`src/rtl/tkm_pkg.sv`:
```
package tkm_pkg;

	localparam int TOP_COUNT = 16;
	localparam int IDX_W = (TOP_COUNT > 1) ? $clog2(TOP_COUNT) : 1;
	localparam int CNT_W = $clog2(TOP_COUNT + 1);

	localparam logic [1:0] ACT_KEPT     = 2'd0;
	localparam logic [1:0] ACT_INSERTED = 2'd1;
	localparam logic [1:0] ACT_REMOVED  = 2'd2;
	localparam logic [1:0] ACT_END      = 2'd3;

	typedef struct packed {
		logic [63:0] tablet_id;
		logic [31:0] follower_id;
		logic [63:0] metric;
	} entry_t;

	typedef struct packed {
		logic   has_entry;
		logic   end_of_report;
		entry_t ent;
	} item_t;

endpackage

```
`src/rtl/tkm_if.sv`:
```
interface tkm_in_if;
	logic        valid;
	logic        ready;
	logic        has_entry;
	logic [63:0] tablet_id;
	logic [31:0] follower_id;
	logic [63:0] metric;
	logic        end_of_report;

	modport source (output valid, has_entry, tablet_id, follower_id, metric, end_of_report,
		input ready);
	modport sink (input valid, has_entry, tablet_id, follower_id, metric, end_of_report,
		output ready);
endinterface


```
`src/rtl/tkm_front.sv`:
```
module tkm_front (
	input  logic          clk,
	input  logic          arst_n,
	tkm_in_if.sink        in_ch,
	output logic          q_valid,
	input  logic          q_ready,
	output tkm_pkg::item_t q_item
);

	tkm_pkg::item_t mem_q [2];
	logic           wr_q;
	logic           rd_q;
	logic [1:0]     cnt_q;
	logic           push;
	logic           pop;
	logic           useful;

	// accept a word whenever the queue has room
	assign in_ch.ready = (cnt_q != 2'd2);
	// drop words that carry neither an entry nor an end
	assign useful = in_ch.has_entry | in_ch.end_of_report;
	assign push   = in_ch.valid & in_ch.ready & useful;
	assign pop    = q_valid & q_ready;

	assign q_valid = (cnt_q != 2'd0);
	assign q_item  = mem_q[rd_q];

	// store the classified word
	always_ff @(posedge clk) begin
		if (push) begin
			mem_q[wr_q] <= '{has_entry: in_ch.has_entry, end_of_report: in_ch.end_of_report,
				ent: '{tablet_id: in_ch.tablet_id, follower_id: in_ch.follower_id,
				metric: in_ch.metric}};
		end
	end

	// advance queue pointers
	always_ff @(posedge clk or negedge arst_n) begin
		if (!arst_n) begin
			wr_q  <= 1'b0;
			rd_q  <= 1'b0;
			cnt_q <= 2'd0;
		end else begin
			if (push) wr_q <= ~wr_q;
			if (pop) rd_q <= ~rd_q;
			cnt_q <= cnt_q + {1'b0, push} - {1'b0, pop};
		end
	end

	assert property (@(posedge clk) disable iff (!arst_n) cnt_q != 2'd3)
		else $error("queue count out of range");
	assert property (@(posedge clk) disable iff (!arst_n) (cnt_q == 2'd0) |-> !pop)
		else $error("pop from empty queue");
	assert property (@(posedge clk) disable iff (!arst_n) (cnt_q == 2'd2) |-> !push)
		else $error("push into full queue");

endmodule

```
`src/flat_wrapper.sv`:
```
// flat-port wrapper written by rule: the top's interface ports become plain ports
module tkm_front_flat 
  (clk, arst_n, q_valid, q_ready, q_item, in_ch_valid, in_ch_has_entry, in_ch_tablet_id, in_ch_follower_id, in_ch_metric, in_ch_end_of_report, in_ch_ready);
  tkm_in_if in_ch_i ();
  input  logic clk;
  input  logic arst_n;
  output logic q_valid;
  input  logic q_ready;
  output tkm_pkg::item_t q_item;
  input wire logic [$bits(in_ch_i.valid)-1:0] in_ch_valid;
  input wire logic [$bits(in_ch_i.has_entry)-1:0] in_ch_has_entry;
  input wire logic [$bits(in_ch_i.tablet_id)-1:0] in_ch_tablet_id;
  input wire logic [$bits(in_ch_i.follower_id)-1:0] in_ch_follower_id;
  input wire logic [$bits(in_ch_i.metric)-1:0] in_ch_metric;
  input wire logic [$bits(in_ch_i.end_of_report)-1:0] in_ch_end_of_report;
  output wire logic [$bits(in_ch_i.ready)-1:0] in_ch_ready;
  assign in_ch_i.valid = in_ch_valid;
  assign in_ch_i.has_entry = in_ch_has_entry;
  assign in_ch_i.tablet_id = in_ch_tablet_id;
  assign in_ch_i.follower_id = in_ch_follower_id;
  assign in_ch_i.metric = in_ch_metric;
  assign in_ch_i.end_of_report = in_ch_end_of_report;
  assign in_ch_ready = in_ch_i.ready;
  tkm_front u_core (.clk(clk), .arst_n(arst_n), .in_ch(in_ch_i), .q_valid(q_valid), .q_ready(q_ready), .q_item(q_item));
endmodule
```
`config.mk`:
```
export PLATFORM = sky130hd
export DESIGN_NAME = tkm_front_flat
export DESIGN_NICKNAME = d
export VERILOG_FILES = /design/src/rtl/tkm_pkg.sv /design/src/rtl/tkm_if.sv /design/src/rtl/tkm_front.sv /design/src/flat_wrapper.sv
export SDC_FILE = /design/constraint.sdc
export NUM_CORES = 1
export LEC_CHECK = 0
export BUFFER_PORTS_ARGS = -buffer_cell sky130_fd_sc_hd__buf_2
export CAP_MARGIN = 40
export CORE_ASPECT_RATIO = 1.1
export CORE_MARGIN = 3
export CORE_UTILIZATION = 50
export CTS_CLUSTER_SIZE = 10
export DETAILED_ROUTE_END_ITERATION = 10
export PLACE_DENSITY_LB_ADDON = 0.25
export SETUP_SLACK_MARGIN = 0.2
export SYNTH_ARGS = -nofsm -noshare
export SYNTH_HDL_FRONTEND = slang
export SYNTH_SLANG_ARGS = --single-unit
```
`constraint.sdc`:
```
create_clock -name clk -period 17.8 [get_ports clk]
set_input_delay 0 -clock clk [delete_from_list [all_inputs] [get_ports clk]]
set_output_delay 0 -clock clk [all_outputs]
set_load 0.03 [all_outputs]
```
; Yosys cells after proc, flatten, opt, wreduce, memory -nomap -nowiden
; Memory sizes are Yosys's and may differ from the RTL's.
; Cells that the tools add are included.
[word_totals]
reg_bits = 4
ram_bits = 324
out_inout_bits = 164
wordCells = 16
mem_count = 1
[mem_list]
columns = memory, depth, width, read_ports, rd_ports_with_merged_regs, wr, line
row1 = u_core.mem_q, 2, 162, 1, 0, 1, tkm_front.sv:10  ; tkm_pkg::item_t mem_q [2];
[op_classes]
addsub = 2
n_eq_ne = 1
n_mux = 2
bitwise = 6
n_reduce_logical = 1
[op_table]
columns = cell, count
row1 = $and 1x1->1, 3
row2 = $add 2x1->2, 1
row3 = $mux 1, 2
row4 = $ne 2x2->1 const B, 1
row5 = $not 1->1, 2
row6 = $reduce_bool 2->1, 1
row7 = $sub 2x1->2, 1
row8 = $or 1x1->1, 1

; Depth between registers and ports, before layout
[depth]
ltp_word = 5
ltp_mapped = 5

; Least setup slack after synthesis
; OpenSTA, ideal clock, no wires.
[synth_timing]
path_type = reg-to-reg
from = register u_core.cnt_q[1]
to = memory u_core.mem_q[0][0] (netlist bit), enable pin
setup_time_ns = 0.883
arrival_ns = 11.515
required_time_ns = 16.917
path_slack_ns = 5.401
stages_incl_launch_ff = 3
n_path_buf = 0
synth_period_minus_slack_ns = 12.399
path_cell_list = dfrtp_1 nor2b_1 nor3_1
[synth_via]
elab_chain_len = 5
[synth_rtl]
columns = item, line
row1 = from (decl), tkm_front.sv:13  ; logic [1:0] cnt_q;
row2 = from (signal assigned), tkm_front.sv:46  ; cnt_q <= cnt_q + {1'b0, push} - {1'b0, pop};
row3 = $ne 2x2->1, tkm_front.sv:19  ; assign in_ch.ready = (cnt_q != 2'd2);
row4 = $and 1x1->1 (2 in series), tkm_front.sv:22  ; assign push = in_ch.valid & in_ch.ready & useful;
row5 = $mux 1, tkm_front.sv:30  ; if (push) begin
row6 = $mux 1 (implied by the code), tkm_front.sv:31  ; mem_q[wr_q] <= '{has_entry: in_ch.has_entry, end_of_report: in_ch.end_of_report,
row7 = to (decl), tkm_front.sv:10
; No other way between the ends.

==> impl_metrics.json <==
{
  "status": "complete, no violations",
  "wire_per_inst_um": 18.4,
  "fin_area_sq_um": 17000,
  "drt-total-wl_mm": 25.4,
  "skew_ps": 6.46,
  "power.internal_w": 0.00180,
  "drv_slew": 0,
  "first_iter_violations": 294,
  "syn_area_sq_um": 12200,
  "pwr-share-comb": 0.357,
  "syn_inst": 524,
  "yosysMostFrequentCell": "edfxtp_1",
  "antenna_violating_nets_post_route": 0,
  "die_h_um": 170,
  "r2r_end": "u_core.mem_q[1][0]",
  "path_buf_inv": 3,
  "gp_congestion": 0.724,
  "critical_path.max_stage_delay_ps": 890,
  "synth-edff-count": 324,
  "critical_path.startpoint": "u_core.rd_q",
  "nFillCells": 1444,
  "fin_nets": 1220,
  "yosys-top-cells-count": "edfxtp_1 (324), mux2_2 (92), mux2_4 (70)",
  "clockBufferDepth": 3,
  "clock_sinks": 328,
  "cp.depth": 4,
  "first_pass_iters": 4,
  "rows": 59,
  "areaGrowthSynthToFinish_pct": 39.7,
  "cts_resized": 0,
  "die_w_um": 155,
  "hold_path.class": "input pin to register",
  "period_share": 0.155,
  "dp_hpwl_mm": 15.3,
  "synth-main-ff-cell": "edfxtp_1",
  "arrival_ps": 2770,
  "ys_warn_count": 0,
  "pre_cts_ws_ps": 15280,
  "grt_pass1_vias": 7294,
  "synth_top_cell_area_share": 0.799,
  "antenna_found_initial": 1,
  "cap_violations": 0,
  "p_sw_w": 0.000911,
  "synth_seq_cells": 328,
  "grt-ovfl-total": 0,
  "cp_data_required_time_ps": 17800,
  "fp.coreArea_sq_um": 23800,
  "placed_area_sq_um": 14300,
  "hold_viol": 0,
  "multiInputGateArea_sq_um": 2190,
  "rsz0062_at_grt": "false",
  "vias": 6800,
  "final_critical_path_setup_slack_ps": 15030,
  "use_met1": 0.221,
  "layout.area.seq_sq_um": 9830,
  "regToRegSetupSlack_ps": 15280,
  "post-cts-setup-buffers": 0,
  "swShare": 0.336,
  "startpoint_type": "register",
  "root_buffer": "clkbuf_16",
  "synth_area_leader_cell": "edfxtp_1",
  "crit_fanout": 45,
  "vias_per_cell": 4.95,
  "numCtsBuffers": 38,
  "irDropWorstVdd_v": 0.000152,
  "slew_headroom": 0.446,
  "yosys-top-cells-area": "edfxtp_1 (80%), mux2_4 (8.6%), mux2_2 (8.5%)",
  "slowest_stage": "dfrtp_4",
  "grt_pass1_wl_mm": 38.5,
  "synthArstFlopShare": 0.0122,
  "track_usage": 0.187,
  "endpoint": "q_item[58]",
  "cts_tree": "built",
  "insertion_delay_ps": 500,
  "path_class": "register to primary output",
  "avgSynthCellArea_sq_um": 23.2,
  "fmax_mhz": 362,
  "die_area_sq_um": 26300,
  "powerDensity_nw_per_um2": 160,
  "grt-busiest-layer": "met2",
  "min_period_ps": 2770,
  "drive_gt1_frac": 0.513,
  "htree_levels": 2,
  "io_pins": 330,
  "reg2reg_from": "u_core.cnt_q[1]",
  "cp-end-kind": "primary output",
  "cellLeakagePower_nw": 6.62,
  "synthDistinctLibCells": 16,
  "initial_utilization": 0.512,
  "synth-seq-area-share": 0.808,
  "setup_violations": 0,
  "grtUsageMet2": 0.322,
  "p_clk_frac": 0.250,
  "portBuffers": 329,
  "grt_max_degree": 64,
  "fin_util": 0.715,
  "grt.met3_usage": 0.0620,
  "syn_nets": 691,
  "tightest_slew_ps": 831,
  "rr_worst_depth": 4,
  "clk_pin_slew_ps": 50,
  "path_delay_family": "buffers and inverters",
  "crit_chain": "buf_4, buf_16, mux2_2, buf_2",
  "drc": 0,
  "p_seq_frac": 0.393,
  "tns_ps": 0
}
==> sequential cells by signal, summed over array words and instances (netlist names) <==
| register | count |
|---|---|
| u_core.wr_q | 1 |
| u_core.rd_q | 1 |
| u_core.cnt_q | 2 |
| u_core.mem_q | 324 |
==> power groups by stage <==
stage	clock network (W)	registers, W	logic, W
6_report	0.000679	0.00107	0.000968
5_1_grt	0.000727	0.00108	0.00102
4_1_cts	0.000697	0.00106	0.000976
3_5_place_dp	0	0.00108	0.000943
3_3_place_gp	0	0.00107	0.000920
2_1_floorplan	0	0.00109	0.000724
==> worst reg2reg max path, cell delays in order, from the launching register on <==
cell     delay, ps
dfrtp_1        390
nor2b_1        180
nor2_1         240
and2_4         530
buf_4          760
==> cell type report <==
type | instances | area share
sequential | 328 | 0.578
timing repair buffer | 507 | 0.206
multi-input combinational | 176 | 0.129
clock buffer | 55 | 0.0634
tap | 305 | 0.0224
inverter | 2 | 0.000442
clock inverter | 1 | 0.000221
antenna | 1 | 0.000147
==> cell families after synthesis <==
logic type	synth area share
AND/OR/NAND/NOR	0.00319
AO/OA/AOI/OAI	0.000411
XOR/XNOR	0.00360
flip-flops	0.808
multiplexers	0.171
buffers and inverters	0.0126
adder cells (fa/ha/maj)	0.00103
==> metal layers <==
layer	vias up	wire length, um
met4	0	711
met2	265	12900
met3	51	2030
met5	-	0
li1	3151	-
met1	3333	9680
==> worst min-delay path by stage <==
stage	from	end	slack (ps)	cells after the start
CTS	in_ch_metric[27]	u_core.mem_q[1][27]	180	2
finish	in_ch_tablet_id[12]	u_core.mem_q[1][108]	220	2
detailed placement	arst_n	u_core.rd_q	-190	1
floorplan	arst_n	u_core.cnt_q[0]	-300	0
global placement	arst_n	u_core.wr_q	-190	1
global route	in_ch_metric[26]	u_core.mem_q[1][26]	210	2
==> layout by cell type (no fill, tap or decap), types with 2 or more instances in the layout <==
master	Yosys	final
dfrtp_1	4	3
buf_4	0	7
mux2_2	92	92
buf_2	9	329
buf_16	0	5
clkbuf_1	0	14
dlygate4sd3_1	0	166
mux2_4	70	70
inv_1	2	2
clkbuf_16	0	41
edfxtp_1	324	324
xnor2_1	3	3
xor2_1	2	2
==> stage by stage <==
step           power (W)  std cells  hold WS (ps)
2_1_floorplan    0.00181        524          -296
3_3_place_gp     0.00199       1147          -187
3_5_place_dp     0.00202       1152          -188
4_1_cts          0.00274       1374           183
5_1_grt          0.00282       1375           211
6_report         0.00271       1375           225
==> what timing repair did <==
action | 4_1_cts | 5_1_grt
hold buffers | 166 | 0
endpoints found under the setup margin | 0 | 0
endpoints found under the hold margin | 330 | 0
No activity file was read; power rests on OpenSTA's default activity.
